$ cat config.mk
export PLATFORM = sky130hd
export DESIGN_NAME = utf8_to_ucs2_decoder
export DESIGN_NICKNAME = d
export VERILOG_FILES = /design/src/rtl/u2u_pkg.sv /design/src/rtl/utf8_to_ucs2_decoder.sv /design/src/rtl/u2u_queue.sv /design/src/rtl/u2u_front.sv /design/src/rtl/u2u_back.sv
export VERILOG_INCLUDE_DIRS = /design/src /design/src/rtl
export SDC_FILE = /design/constraint.sdc
export NUM_CORES = 1
export LEC_CHECK = 0
export ABC_AREA = 1
export BUFFER_PORTS_ARGS = -buffer_cell sky130_fd_sc_hd__buf_2
export CAP_MARGIN = 20
export CORE_UTILIZATION = 63
export DETAILED_ROUTE_END_ITERATION = 10
export GPL_ROUTABILITY_DRIVEN = 0
export GPL_TIMING_DRIVEN = 0
export PLACE_DENSITY = 0.86
export SLEW_MARGIN = 20
export SYNTH_ARGS = -nofsm -noshare
export SYNTH_HDL_FRONTEND = slang
export SYNTH_SLANG_ARGS = --single-unit
$ cat constraint.sdc
create_clock -name clk_i -period 8.12 [get_ports clk_i]
set_input_delay 0.406 -clock clk_i [delete_from_list [all_inputs] [get_ports clk_i]]
set_output_delay 0.406 -clock clk_i [all_outputs]
set_load 0.02 [all_outputs]
$ cat src/rtl/assert_macros.svh
// Assertion helpers shared by the RTL. Each check samples on clk_i and is
// disabled while rst_ni is low.
`ifndef ASSERT_MACROS_SVH
`define ASSERT_MACROS_SVH

`ifndef SYNTHESIS

// Check that a property holds on every clock edge outside reset.
`define ASSERT_PROP(lbl, prop) \
  lbl: assert property (@(posedge clk_i) disable iff (!rst_ni) (prop)) \
    else $error("assertion failed");

// Check that a condition is never true outside reset.
`define ASSERT_NEVER(lbl, cond) \
  lbl: assert property (@(posedge clk_i) disable iff (!rst_ni) !(cond)) \
    else $error("forbidden condition seen");

`else

`define ASSERT_PROP(lbl, prop)
`define ASSERT_NEVER(lbl, cond)

`endif

`endif

$ cat src/rtl/u2u_pkg.sv
package u2u_pkg;

  // Outcome code carried in the status word of a run.
  typedef enum logic [1:0] {
    ST_COMPLETE  = 2'd0,
    ST_STOPPED   = 2'd1,
    ST_TRUNCATED = 2'd2
  } status_e;

  // Register index, taken from paddr bit 2.
  localparam logic REG_MAX_CHARS  = 1'b0;
  localparam logic REG_COUNT_ONLY = 1'b1;

  localparam logic [15:0] MAX_CHARS_RST = 16'hFFFF;

  // Decoder queue between front and back.
  localparam int unsigned QUEUE_DEPTH = 4;
  localparam int unsigned QPTR_W      = $clog2(QUEUE_DEPTH);
  localparam int unsigned QCNT_W      = $clog2(QUEUE_DEPTH + 1);

  // One queue entry: what a single accepted byte leaves to emit.
  typedef struct packed {
    logic        unit_vld;
    logic [15:0] code_unit;
    logic        stat_vld;
    status_e     status;
    logic [15:0] char_count;
  } u2u_entry_t;

endpackage

$ cat src/rtl/utf8_to_ucs2_decoder.sv
// Channel   Dir  Payload                                      Ends on
// s_*       in   tdata[7:0] data_byte, tlast last              s_tvalid & s_tready
// m_*       out  tdata code_unit/char_count, tlast end_of_run, m_tvalid & m_tready
//                tuser status
// APB       in   0x0 max_chars[15:0], 0x4 count_only[0]         psel & penable
//
// Throughput: one source byte per clock while the queue has room; a byte that
// closes a run with a character yields a code unit word, then a status word.
// Path: the byte is decoded and written to the queue at its accepting edge, and
// the queue head moves into the output register once that register is free or
// its word is taken on m_*.
// Stalls: a four-entry queue parts front and back; s_tready drops only while
// it is full, so back pressure on m_* reaches s_* after the queue fills.
// Reset: asynchronous, clears run state, queue and output valid; max_chars
// returns to 0xFFFF, count_only to 0.
module utf8_to_ucs2_decoder
  import u2u_pkg::*;
#(
  parameter int unsigned COUNT_BITS = 16
) (
  input  logic        clk_i,
  input  logic        rst_ni,
  // byte stream in
  input  logic        s_tvalid,
  output logic        s_tready,
  input  logic [7:0]  s_tdata,    // [7:0] data_byte
  input  logic        s_tlast,    // last
  // code unit stream out
  output logic        m_tvalid,
  input  logic        m_tready,
  output logic [31:0] m_tdata,    // [15:0] code_unit, [31:16] char_count
  output logic        m_tlast,    // end_of_run
  output logic [1:0]  m_tuser,    // [1:0] status
  // configuration
  input  logic        psel,
  input  logic        penable,
  input  logic        pwrite,
  input  logic [2:0]  paddr,
  input  logic [31:0] pwdata,
  output logic [31:0] prdata,
  output logic        pready
);

  logic [15:0] max_chars_q;
  logic        count_only_q;
  logic        cfg_wr;

  logic        s_accept;
  logic        push, pop, full, empty;
  u2u_entry_t  push_data, head;

  // Register file: index from paddr bit 2, low bits ignored.
  assign pready = 1'b1;
  assign cfg_wr = psel && penable && pwrite;

  always_ff @(posedge clk_i or negedge rst_ni) begin
    if (!rst_ni) begin
      max_chars_q  <= MAX_CHARS_RST;
      count_only_q <= 1'b0;
    end else if (cfg_wr) begin
      unique case (paddr[2])
        REG_MAX_CHARS:  max_chars_q  <= pwdata[15:0];
        REG_COUNT_ONLY: count_only_q <= pwdata[0];
        default:        max_chars_q  <= max_chars_q;
      endcase
    end
  end

  always_comb begin
    unique case (paddr[2])
      REG_MAX_CHARS:  prdata = {16'b0, max_chars_q};
      REG_COUNT_ONLY: prdata = {31'b0, count_only_q};
      default:        prdata = '0;
    endcase
  end

  // Front takes a byte whenever the queue has room.
  assign s_tready = !full;
  assign s_accept = s_tvalid && s_tready;

  u2u_front #(
    .COUNT_BITS (COUNT_BITS)
  ) u_front (
    .clk_i        (clk_i),
    .rst_ni       (rst_ni),
    .accept_i     (s_accept),
    .data_byte_i  (s_tdata),
    .last_i       (s_tlast),
    .max_chars_i  (max_chars_q),
    .count_only_i (count_only_q),
    .push_o       (push),
    .entry_o      (push_data)
  );

  u2u_queue u_queue (
    .clk_i       (clk_i),
    .rst_ni      (rst_ni),
    .push_i      (push),
    .push_data_i (push_data),
    .full_o      (full),
    .pop_i       (pop),
    .head_o      (head),
    .empty_o     (empty)
  );

  // Back drains entries into the output register, one word per cycle while the receiver takes them.
  u2u_back u_back (
    .clk_i    (clk_i),
    .rst_ni   (rst_ni),
    .head_i   (head),
    .empty_i  (empty),
    .pop_o    (pop),
    .m_tvalid (m_tvalid),
    .m_tready (m_tready),
    .m_tdata  (m_tdata),
    .m_tlast  (m_tlast),
    .m_tuser  (m_tuser)
  );

`include "assert_macros.svh"
  `ASSERT_PROP(a_ready_when_room, !full |-> s_tready)

endmodule

$ cat src/rtl/u2u_queue.sv
module u2u_queue
  import u2u_pkg::*;
(
  input  logic       clk_i,
  input  logic       rst_ni,
  input  logic       push_i,
  input  u2u_entry_t push_data_i,
  output logic       full_o,
  input  logic       pop_i,
  output u2u_entry_t head_o,
  output logic       empty_o
);

  u2u_entry_t             mem_q [QUEUE_DEPTH];
  logic [QPTR_W-1:0]      wr_ptr_q, rd_ptr_q;
  logic [QCNT_W-1:0]      cnt_q;

  assign full_o  = (cnt_q == QCNT_W'(QUEUE_DEPTH));
  assign empty_o = (cnt_q == '0);
  assign head_o  = mem_q[rd_ptr_q];

  always_ff @(posedge clk_i) begin
    if (push_i) begin
      mem_q[wr_ptr_q] <= push_data_i;
    end
  end

  always_ff @(posedge clk_i or negedge rst_ni) begin
    if (!rst_ni) begin
      wr_ptr_q <= '0;
      rd_ptr_q <= '0;
      cnt_q    <= '0;
    end else begin
      if (push_i) begin
        wr_ptr_q <= (wr_ptr_q == QPTR_W'(QUEUE_DEPTH - 1)) ? '0 : wr_ptr_q + 1'b1;
      end
      if (pop_i) begin
        rd_ptr_q <= (rd_ptr_q == QPTR_W'(QUEUE_DEPTH - 1)) ? '0 : rd_ptr_q + 1'b1;
      end
      case ({push_i, pop_i})
        2'b10:   cnt_q <= cnt_q + 1'b1;
        2'b01:   cnt_q <= cnt_q - 1'b1;
        default: cnt_q <= cnt_q;
      endcase
    end
  end

`include "assert_macros.svh"
  `ASSERT_NEVER(a_no_push_full, push_i && full_o)
  `ASSERT_NEVER(a_no_pop_empty, pop_i && empty_o)

endmodule

$ cat src/rtl/u2u_front.sv
module u2u_front
  import u2u_pkg::*;
#(
  parameter int unsigned COUNT_BITS = 16
) (
  input  logic        clk_i,
  input  logic        rst_ni,
  input  logic        accept_i,
  input  logic [7:0]  data_byte_i,
  input  logic        last_i,
  input  logic [15:0] max_chars_i,
  input  logic        count_only_i,
  output logic        push_o,
  output u2u_entry_t  entry_o
);

  localparam int unsigned WB = (COUNT_BITS > 16) ? COUNT_BITS : 16;

  logic [1:0]            pend_q, pend_d;
  logic [15:0]           part_q, part_d;
  logic                  stop_q, stop_d;
  logic [COUNT_BITS-1:0] cnt_q, cnt_d;
  logic                  over_q, over_d;

  logic                  have;
  logic [15:0]           ch;
  logic                  below_max;
  logic [WB-1:0]         cnt_ext;

  assign below_max = (WB'(cnt_q) < WB'(max_chars_i));

  always_comb begin
    pend_d  = pend_q;
    part_d  = part_q;
    stop_d  = stop_q;
    cnt_d   = cnt_q;
    over_d  = over_q;
    have    = 1'b0;
    ch      = '0;
    entry_o = '0;

    if (!stop_q) begin
      if (pend_q == 2'd0) begin
        if (!data_byte_i[7]) begin
          if (data_byte_i != 8'h00) begin
            ch   = {8'h00, data_byte_i};
            have = 1'b1;
          end else begin
            stop_d = 1'b1;
          end
        end else if (data_byte_i[7:5] == 3'b110) begin
          part_d = {5'b0, data_byte_i[4:0], 6'b0};
          pend_d = 2'd1;
        end else if (data_byte_i[7:4] == 4'b1110) begin
          part_d = {data_byte_i[3:0], 12'b0};
          pend_d = 2'd2;
        end else begin
          stop_d = 1'b1;
        end
      end else if (data_byte_i[7:6] != 2'b10) begin
        stop_d = 1'b1;
        pend_d = 2'd0;
        part_d = '0;
      end else if (pend_q == 2'd2) begin
        part_d = part_q | {4'b0, data_byte_i[5:0], 6'b0};
        pend_d = 2'd1;
      end else begin
        ch     = part_q | {10'b0, data_byte_i[5:0]};
        have   = 1'b1;
        pend_d = 2'd0;
        part_d = '0;
      end
    end

    if (have) begin
      if (!count_only_i) begin
        if (below_max) begin
          entry_o.unit_vld  = 1'b1;
          entry_o.code_unit = ch;
        end else begin
          over_d = 1'b1;
        end
      end
      if (!(&cnt_q)) begin
        cnt_d = cnt_q + 1'b1;
      end
    end

    cnt_ext = WB'(cnt_d);
    if (last_i) begin
      entry_o.stat_vld   = 1'b1;
      entry_o.status     = over_d ? ST_TRUNCATED : (stop_d ? ST_STOPPED : ST_COMPLETE);
      entry_o.char_count = (cnt_ext > WB'(16'hFFFF)) ? 16'hFFFF : cnt_ext[15:0];
      pend_d = 2'd0;
      part_d = '0;
      stop_d = 1'b0;
      cnt_d  = '0;
      over_d = 1'b0;
    end
  end

  assign push_o = accept_i && (entry_o.unit_vld || entry_o.stat_vld);

  always_ff @(posedge clk_i or negedge rst_ni) begin
    if (!rst_ni) begin
      pend_q <= 2'd0;
      part_q <= '0;
      stop_q <= 1'b0;
      cnt_q  <= '0;
      over_q <= 1'b0;
    end else if (accept_i) begin
      pend_q <= pend_d;
      part_q <= part_d;
      stop_q <= stop_d;
      cnt_q  <= cnt_d;
      over_q <= over_d;
    end
  end

`include "assert_macros.svh"
  `ASSERT_NEVER(a_pend_legal, pend_q == 2'd3)
  `ASSERT_PROP(a_stop_idle, stop_q |-> (pend_q == 2'd0 && part_q == '0))

endmodule

$ cat src/rtl/u2u_back.sv
module u2u_back
  import u2u_pkg::*;
(
  input  logic        clk_i,
  input  logic        rst_ni,
  input  u2u_entry_t  head_i,
  input  logic        empty_i,
  output logic        pop_o,
  output logic        m_tvalid,
  input  logic        m_tready,
  output logic [31:0] m_tdata,
  output logic        m_tlast,
  output logic [1:0]  m_tuser
);

  logic        out_vld_q;
  logic [15:0] unit_q, cnt_q;
  logic        last_q;
  status_e     stat_q;
  logic        phase_q;   // unit word of the head entry already sent
  logic        load;
  logic        send_unit;

  assign load      = !empty_i && (!out_vld_q || m_tready);
  assign send_unit = head_i.unit_vld && !phase_q;
  // Pop once the final word of the entry goes out.
  assign pop_o     = load && !(send_unit && head_i.stat_vld);

  always_ff @(posedge clk_i or negedge rst_ni) begin
    if (!rst_ni) begin
      out_vld_q <= 1'b0;
      phase_q   <= 1'b0;
    end else begin
      if (load) begin
        out_vld_q <= 1'b1;
        phase_q   <= !pop_o;
      end else if (m_tready) begin
        out_vld_q <= 1'b0;
      end
    end
  end

  always_ff @(posedge clk_i) begin
    if (load) begin
      if (send_unit) begin
        unit_q <= head_i.code_unit;
        cnt_q  <= '0;
        last_q <= 1'b0;
        stat_q <= ST_COMPLETE;
      end else begin
        unit_q <= '0;
        cnt_q  <= head_i.char_count;
        last_q <= 1'b1;
        stat_q <= head_i.status;
      end
    end
  end

  assign m_tvalid = out_vld_q;
  assign m_tdata  = {cnt_q, unit_q};
  assign m_tlast  = last_q;
  assign m_tuser  = stat_q;

`include "assert_macros.svh"
  `ASSERT_PROP(a_phase_has_head, phase_q |-> (!empty_i && head_i.stat_vld))

endmodule

Word level (Yosys, flattened, before mapping)
Memories as Yosys holds them, arrays and structs flattened.
Cells that the tools add are included.
Word-level totals
  bits in registers: 97
  input port bits: 51
  output and inout port bits: 70
  memories: 1
  memory bits (writable): 144
Cells by class
  bitwise gates (word level): 3
  reduce and logical (&&, ||, !) cells: 25
  multiplexer cells: 59
  eq/ne operators: 12
  add/subtract/negate cells: 5
  magnitude comparators: 2
Memory list
  u_queue.mem_q: words 4, width 36, read ports 1, clocked after Yosys merged registers in 0, write ports 1, line u2u_queue.sv:14  | u2u_entry_t mem_q [QUEUE_DEPTH];
Operators with widths (number)
  $mux W16: 17
  $pmux W32 S2: 1
  $mux W17: 3
  $mux W1: 25
  $mux W2: 10
  $mux W19: 1
  $add A16 B1 Y16 const B: 1
  $gt A16 B16 Y1 const B: 1
  $lt A16 B16 Y1: 1
  $or A16 B12 Y16: 1
  $or A16 B6 Y16: 1
  $reduce_and A16 Y1: 1
  $eq A2 B2 Y1 const B: 4
  $logic_and A1 B1 Y1: 8
  $reduce_bool A8 Y1: 1
  $mux W7: 1
  $eq A3 B3 Y1 const B: 2
  $logic_not A1 Y1: 6
  $pmux W3 S2: 1
  $add A2 B1 Y2 const B: 2
  $eq A4 B4 Y1 const B: 1
  $ne A2 B2 Y1 const B: 2
  $ne A4 B4 Y1 const B: 1
  $reduce_and A2 Y1: 2
  10 further kinds: 12

Longest topological paths before layout
Gate-level depths: netlist (run 1).
  word-level depth: 13
  mapped depth: 18

By module
From an unflattened synthesis (run 1), not the netlist that was laid out.
Second synthesis, totals
  cell total of the unflattened synthesis: 1140
  area total of the unflattened synthesis: 11582.4 um^2
Modules (own cells, without submodules)
  u2u_queue: area each 6388.6 um^2, instances 1, sequential area each 4499.3 um^2, cells an instance 472
  u2u_front: area each 2656.3 um^2, instances 1, sequential area each 750.7 um^2, cells an instance 412
  u2u_back: area each 1483.9 um^2, instances 1, sequential area each 1101.1 um^2, cells an instance 122
  utf8_to_ucs2_decoder: area each 1053.5 um^2, instances 1, sequential area each 445.4 um^2, cells an instance 134

Worst setup path before layout (run 1)
No wires, ideal clock.
  kind: register to register
  from: reg u_queue.cnt_q[0]
  to: reg u_queue.cnt_q[2]
  setup slack: 4227 ps
  required time: 7989 ps
  library setup time: 131 ps
  data arrival time: 3763 ps
  cell stages (with the launch flop): 11
  cell sequence: dfrtp_1 inv_1 a31oi_1 nand2_1 inv_1 ha_1 inv_1 fa_1 a21oi_1 o21ai_0 xor2_1
On the way
  cells in the longest elaborated chain, start to end: 6
  elaborated cells between the ends (all ways): 14
  those cells by class: 2 x add/sub; 3 x eq/ne; 1 x mux; 8 x reduce/logical
Ends and longest elaborated chain
  start: declaration: line u2u_queue.sv:16  | logic [QCNT_W-1:0] cnt_q;
  start signal: assignment: line u2u_queue.sv:41  | 2'b10: cnt_q <= cnt_q + 1'b1;
  start signal: assignment: line u2u_queue.sv:42  | 2'b01: cnt_q <= cnt_q - 1'b1;
  start signal: assignment: line u2u_queue.sv:43  | default: cnt_q <= cnt_q;
  $logic_not A3 Y1 (*): line u2u_queue.sv:19  | assign empty_o = (cnt_q == '0);
  $logic_not A1 Y1 (*): line u2u_back.sv:24  | assign load = !empty_i && (!out_vld_q || m_tready);
  $logic_and A1 B1 Y1 (*): line u2u_back.sv:24
  via u_back.load: line u2u_back.sv:21  | logic load;
  $logic_and A1 B1 Y1 (*): line u2u_back.sv:27  | assign pop_o = load && !(send_unit && head_i.stat_vld);
  via pop: line utf8_to_ucs2_decoder.sv:49  | logic push, pop, full, empty;
  $eq A2 B1 Y1 / $eq A2 B2 Y1 (equally long branches): line u2u_queue.sv:40  | case ({push_i, pop_i})
  $pmux W3 S2 / $reduce_bool A2 Y1 (equally long branches)
Mark *: on every way through the listed nets, which the timed path passes. The rest lies on a longest branch.
A chain may end at the register's enable or synchronous reset.

Worst setup path after layout (run 1)
  from: reg max_chars_q[7]
  to: reg u_queue.cnt_q[2]
On the way
  cells in the longest elaborated chain, start to end: 8
  elaborated cells between the ends (all ways): 10
  those cells by class: 1 x order compare; 2 x eq/ne; 4 x mux; 3 x reduce/logical
Ends and longest elaborated chain
  start: declaration: line utf8_to_ucs2_decoder.sv:44  | logic [15:0] max_chars_q;
  start signal: assignment: line utf8_to_ucs2_decoder.sv:62  | REG_MAX_CHARS: max_chars_q <= pwdata[15:0];
  start signal: assignment: line utf8_to_ucs2_decoder.sv:64  | default: max_chars_q <= max_chars_q;
  $lt A16 B16 Y1 (*): line u2u_front.sv:30  | assign below_max = (WB'(cnt_q) < WB'(max_chars_i));
  $mux W17 (*): line u2u_front.sv:77  | if (below_max) begin
  $mux W17 (*): line u2u_front.sv:76  | if (!count_only_i) begin
  $mux W17 (*): line u2u_front.sv:75  | if (have) begin
  $logic_or A1 B1 Y1 (*): line u2u_front.sv:102  | assign push_o = accept_i && (entry_o.unit_vld || entry_o.stat_vld);
  $logic_and A1 B1 Y1 (*): line u2u_front.sv:102
  $eq A2 B1 Y1 / $eq A2 B2 Y1 (equally long branches): line u2u_queue.sv:40
  $pmux W3 S2 / $reduce_bool A2 Y1 (equally long branches)
Mark *: on every way between the ends. The rest lies on a longest branch, timed or not.

==> results.ini, run 1 <==
[run_status]
status = finished, final reports clean

[power]
p_per_area_nw_per_um2 = 377
leakage_nw = 5.09
ir_worst_vdd_uv = 202

[setup_path]
cp.arrival_ps = 3550
worst_setup_path_start_kind = flip-flop
required_ps = 8510
criticalPathCategory = reg -> reg
end_kind = flip-flop
crit_fanout = 10

[cells_and_area]
utilization_pct = 75.8
layout.nets = 1193
area_growth_pct = 16.9
multiInputGateArea_um2 = 3090
diodes = 0
fillers = 985
drive_above_1_share_pct = 16.6
ff_latch_area_um2 = 6800

[drt]
drt-initial-drc-count = 879
routedWlPerCell_um = 16.3
drtPass1Iterations = 6
antenna_left = 0
num_vias = 7537
drc = 0
wirelength_um = 22100
vias_per_cell = 5.57

[yosys]
synth_cells = 988
synth_common_cells = 195 x nor2_1, 179 x edfxtp_1, 138 x nand2_1, 99 x o21ai_0, 80 x inv_1
yosysMostFrequentCell = nor2_1
synth-seq-cells = 235
synth.largest_area_cell = edfxtp_1
yosysWarningCount = 0
synth_edf_count = 179
synthArstFlopShare_pct = 23.8
syn_area_per_cell_um2 = 10.5
synth_area_leaders = edfxtp_1 52%, dfrtp_1 9.6%, nor2_1 7.1%, nand2_1 5.0%, o21ai_0 4.8%
ys_types = 37
synth-seq-area-share_pct = 65.5
synth_area_um2 = 10400
synth-main-ff-cell = edfxtp_1
synth_top_area_share_pct = 51.8

[clock_network]
post_cts_buffers = 0
clk_pin_slew_ps = 60
numCtsBuffers = 24
numClockSinks = 235
clockBufferDepth = 3
cts_root_buffer = clkbuf_16
cts_tree = done
clkLatencyLatePin_ps = 520
cts_max_level = 1

[sta]
min_period_ps = 3160
max_freq_mhz = 317
finalSetupTns_ps = 0
hold_viol = 0
fin_skew_ps = 21.7
worstMarginPinSlew_ps = 835
period_share_pct = 38.9
setup_violations = 0
finalMaxSlewViolations = 0
rsz0062_at_grt = no
maxSlewHeadroom_pct = 43.9

[grt]
overflow = 0
antenna_found_initial = 0
grt_pass1_vias = 7221
track_usage_pct = 27.2
grt_use_met2_pct = 44.8
grt_max_degree = 57
gr-usage-met3_pct = 3.98
grt_pass1_wl_um = 35200
grt_use_met1_pct = 36.4
grt-busiest-layer = met2

[worst_hold_path]
hold_class = in -> reg

[floorplanning]
coreArea_um2 = 16000
rows = 46
initial_core_util_pct = 64.9
die_height_um = 130
die_w_um = 130
die_area_um2 = 17000
pin_count = 121

[flow_run]
max_cap_viol_count = 0

[place]
hpwlAfterDp_um = 14300
place.port_buffers = 84

## flip-flops by register name, summed over array words and instances, names as in the netlist, 3 cells and up
| name | cells |
|---|---|
| u_back.unit_q | 16 |
| u_back.cnt_q | 16 |
| u_front.cnt_q | 16 |
| u_queue.mem_q | 144 |
| u_front.part_q | 10 |
| max_chars_q | 16 |
| u_queue.cnt_q | 3 |
## per-layer routing
layer	vias to the layer above	wire, µm	share of wire (%)
met1	3449	8870	40
li1	3574	-	-
met3	58	2030	9.2
met4	0	554	2.5
met2	456	10600	48
met5	-	0	0
## what timing repair did
action / CTS / global route
endpoints found under the hold margin: 40 / 0
gates resized for setup: 0 / 0
hold buffers: 1 / 0
## power by group
part	switching (mW)	internal, mW
Sequential	0.141	1.69
Combinational	1.11	0.493
Clock	0.437	0.696
Total	1.69	2.88
## worst max-delay path, stage by stage, from the launching register on
cell,delay (ps)
dfstp_2,510
inv_1,70
ha_1,310
nand2_1,80
o21a_1,190
nand2_1,90
nand2_1,110
nand3_4,150
nand2_2,90
nand2_2,240
ha_1,260
inv_1,90
fa_1,400
a21oi_1,150
o21ai_0,120
xor2_1,160
## cells by family (layout without fill, tap and decap cells)
group,after synthesis,count (layout),synth area share (%)
AOI/OAI and AO/OA,180,180,9.05
xor gates and xnor gates,14,14,1.18
DFF,235,235,65.5
adders and majority gates,23,23,2.85
buffers and inverters,140,274,5.75
and+or+nand+nor,394,394,15.6
other,2,17,0.0724
## layout make-up
cell class	instances	area share (%)
inverters	87	2.69
repair buffers	90	4.58
flip-flops and latches	235	56.0
plain buffers	53	2.23
clock inverters	10	1.07
multi-input cells	628	25.4
well taps	216	2.23
clock buffers	34	5.76
## worst paths after layout
kind,from,end,slack (ps),cells after the start
max,max_chars_q[7],u_queue.cnt_q[2],4960,15
min,pwdata[3],max_chars_q[3],120,3
max reg2reg,max_chars_q[7],u_queue.cnt_q[2],4960,15
min reg2reg,u_queue.cnt_q[0],u_queue.cnt_q[0],470,1
max in group asynchronous,rst_ni,u_front.part_q[15],7160,2
min in group asynchronous,rst_ni,u_front.cnt_q[3],480,2
## cells in the final DEF (no fill, tap or decap), types with 16 or more instances in the layout
cell type,count
o21ai_0,99
dfrtp_1,40
nand2_1,138
a21oi_1,50
clkbuf_1,32
clkbuf_16,25
inv_1,80
o22ai_1,21
edfxtp_1,179
buf_2,89
dfstp_2,16
nand3_1,29
buf_4,18
ha_1,22
conb_1,17
nor2_1,191
## metrics by stage
step	worst slack, ps	hold WS, ps	cells	cell area (µm²)	power (mW)
after floorplan	4230	110	1003	10400	2.90
after global placement	3060	463	1303	11100	3.31
after global routing	4770	111	1353	12100	4.83
after CTS	4960	108	1353	12100	4.57
final	4960	116	1353	12100	4.57
after detailed placement	5000	466	1308	11300	3.41
(Power assumes the default switching activity.)
==> run 2: changes to the inputs <==
--- a/config.mk
+++ b/config.mk
@@ -6,14 +6,14 @@
 export SDC_FILE = /design/constraint.sdc
 export NUM_CORES = 1
 export LEC_CHECK = 0
-export ABC_AREA = 1
+export ABC_AREA = 0
 export BUFFER_PORTS_ARGS = -buffer_cell sky130_fd_sc_hd__buf_2
 export CAP_MARGIN = 20
-export CORE_UTILIZATION = 63
+export CORE_UTILIZATION = 53
 export DETAILED_ROUTE_END_ITERATION = 10
 export GPL_ROUTABILITY_DRIVEN = 0
 export GPL_TIMING_DRIVEN = 0
-export PLACE_DENSITY = 0.86
+export PLACE_DENSITY = 0.77
 export SLEW_MARGIN = 20
 export SYNTH_ARGS = -nofsm -noshare
 export SYNTH_HDL_FRONTEND = slang
==> constraint.sdc (replaced) <==
create_clock -name clk_i -period 2.6 [get_ports clk_i]
set_input_delay 0.13 -clock clk_i [delete_from_list [all_inputs] [get_ports clk_i]]
set_output_delay 0.13 -clock clk_i [all_outputs]
set_load 0.02 [all_outputs]
==> run 2 against run 1 <==
The run now ends with negative setup slack left. Synthesized cell count decreased by 29%. Maximum frequency increased by 2.4%. Synthesized area decreased by 0.69%. Clock skew increased by 0.71 ps. Routed wire length increased by 3.7%. Via count decreased by 14%. Combinational power increased to 2.6 times the previous value. Worst setup slack got worse by 5400 ps.
==> results.ini, run 2 <==
[sta]
worstMarginPinSlew_ps = 977
period_share_pct = 119
fin_skew_ps = 22.4
maxSlewHeadroom_pct = 34.3
finalMaxSlewViolations = 0
finalSetupTns_ps = -31390
hold_viol = 0
rsz0062_at_grt = yes
max_freq_mhz = 324
setup_violations = 188
worst_slack_ps = -484
min_period_ps = 3080

[floorplanning]
pin_count = 121
initial_core_util_pct = 54.6
coreArea_um2 = 18900
die_height_um = 141
rows = 50
die_area_um2 = 20000
die_w_um = 141

[run_status]
violations = negative setup slack
status = finished with violations

[grt]
grt_max_degree = 57
grt_pass1_wl_um = 34000
grt_pass1_vias = 6304
antenna_found_initial = 0
track_usage_pct = 22.5
overflow = 0

[clock_network]
cts_tree = done
clockBufferDepth = 3
clk_pin_slew_ps = 60
cts_max_level = 1
numCtsBuffers = 25
cts_root_buffer = clkbuf_16
clkLatencyLatePin_ps = 530
numClockSinks = 235

[yosys]
synth-seq-cells = 235
synth_top_area_share_pct = 52.1
syn_area_per_cell_um2 = 14.7
synth-seq-area-share_pct = 65.9
yosysMostFrequentCell = edfxtp_1
synth_cells = 699
ys_types = 57
synth_area_um2 = 10300
synth_common_cells = 179 x edfxtp_1, 54 x nor2_1, 48 x and2_1, 40 x dfrtp_1, 37 x nand2_1
synth-main-ff-cell = edfxtp_1
synth_edf_count = 179
synth_area_leaders = edfxtp_1 52%, dfrtp_1 9.7%, mux4_2 7.9%, dfstp_2 4.1%, and2_1 2.9%
synth.largest_area_cell = edfxtp_1
synthArstFlopShare_pct = 23.8
yosysWarningCount = 0

[setup_path]
end_kind = flip-flop
rrSetupSlack_ps = -480
worst_setup_path_start_kind = flip-flop
criticalPathCategory = reg -> reg
reg2reg_to = u_queue.cnt_q[2]
crit_fanout = 3
required_ps = 3050
reg2reg_depth = 15
cp.arrival_ps = 3530
r2r-start = max_chars_q[13]

[drt]
antenna_left = 0
drc = 0
drt-initial-drc-count = 752
num_vias = 6502
routedWlPerCell_um = 19.6
drtPass1Iterations = 5
vias_per_cell = 5.55
wirelength_um = 22900

[place]
dp_cells = 1058
post_dp_cell_area_um2 = 11200
hpwlAfterDp_um = 12400
dp_slack_ps = -859
place.port_buffers = 83

[cells_and_area]
diodes = 0
final_common_cell = edfxtp_1
ff_latch_area_um2 = 6800
largest_register = u_queue.mem_q
stdcell_area_um2 = 13000
finalNonFillerCells = 1171
layout_common_cells = 179 x edfxtp_1, 89 x buf_2, 52 x nor2_1
drive_above_1_share_pct = 35.3
utilization_pct = 68.9
multiInputGateArea_um2 = 3550
layout.nets = 966
area_growth_pct = 26.3
largest_reg_flops = 144
fillers = 1294

[flow_run]
max_cap_viol_count = 0

[worst_hold_path]
hold_class = in -> reg
min_path_cells = 3
hold_end = u_front.part_q[10]
hp-start = s_tdata[4]

[power]
p_per_area_nw_per_um2 = 1020
ir_worst_vdd_uv = 631
leakage_nw = 5.10

[run 2: where the power goes]
part | internal (mW) | total, mW | leakage [nW] | switching, mW
Sequential | 5.09 | 5.45 | 2.40 | 0.364
Combinational | 1.84 | 4.22 | 2.29 | 2.38
Clock | 2.22 | 3.65 | 0.421 | 1.44
[run 2: worst max-delay path: stages, from the launching register on]
cell and delay [ps]:
dfstp_2 540, inv_2 50, ha_4 260, nand4_1 120, nor2_2 160, or4b_4 490
nand4_4 110, nor3_4 50, o21a_4 230, inv_4 60, ha_4 130, inv_2 40
fa_2 320, xor2_1 150, nor2_1 130, xor2_1 170
[run 2: area by class of cell]
cell class	instances	area share, %
flip-flops and latches	235	52.2
multi-input cells	418	27.3
repair buffers	142	8.83
clock buffers	35	5.48
well taps	260	2.50
plain buffers	43	1.85
clock inverters	11	1.08
inverters	27	0.798
[run 2: kinds of logic (layout without fill, tap and decap cells)]
kind of cell | count (synthesis) | after routing | synth area share (%)
AO/OA/AOI/OAI | 78 | 78 | 4.64
XOR/XNOR | 14 | 14 | 1.19
adder cells (fa/ha/maj) | 23 | 23 | 2.86
buffers and inverters | 71 | 258 | 3.35
flip-flops | 235 | 235 | 65.9
multiplexers | 68 | 68 | 11.2
other | 2 | 17 | 0.0729
AND/OR/NAND/NOR | 208 | 218 | 10.7
[run 2: worst max path at each step]
stage	start	end	slack, ps
global route	max_chars_q[13]	u_queue.cnt_q[2]	-580
global placement	u_queue.rd_ptr_q[0]	u_queue.cnt_q[2]	-820
detailed placement	u_queue.rd_ptr_q[0]	u_queue.cnt_q[2]	-860
finish	max_chars_q[13]	u_queue.cnt_q[2]	-480
floorplan	max_chars_q[10]	u_queue.cnt_q[2]	-380
CTS	max_chars_q[14]	u_queue.cnt_q[2]	-480
[run 2: stage by stage]
step	total power, mW	hold WS, ps
2_1_floorplan	8.05	-166
3_3_place_gp	8.96	336
3_5_place_dp	9.11	242
4_1_cts	13.1	4.95
5_1_grt	13.9	32.7
6_report	13.3	12.1
[run 2: what timing repair did]
action / 4_1_cts / 5_1_grt
cloned: 9 / 7
setup buffers: 20 / 9
hold buffers: 26 / 0
setup endpoints to repair: 188 / 222
pin swaps: 7 / 6
hold endpoints to repair: 71 / 0
resized for setup: 21 / 37
[run 2: layer usage]
metal / share of wire [%] / vias to the layer above / GRT usage (%)
li1: - / 2953 / -
met1: 41 / 3188 / 31.0
met2: 49 / 321 / 36.3
met3: 7.7 / 40 / 4.32
met4: 2.5 / 0 / 7.70
met5: 0 / - / 0
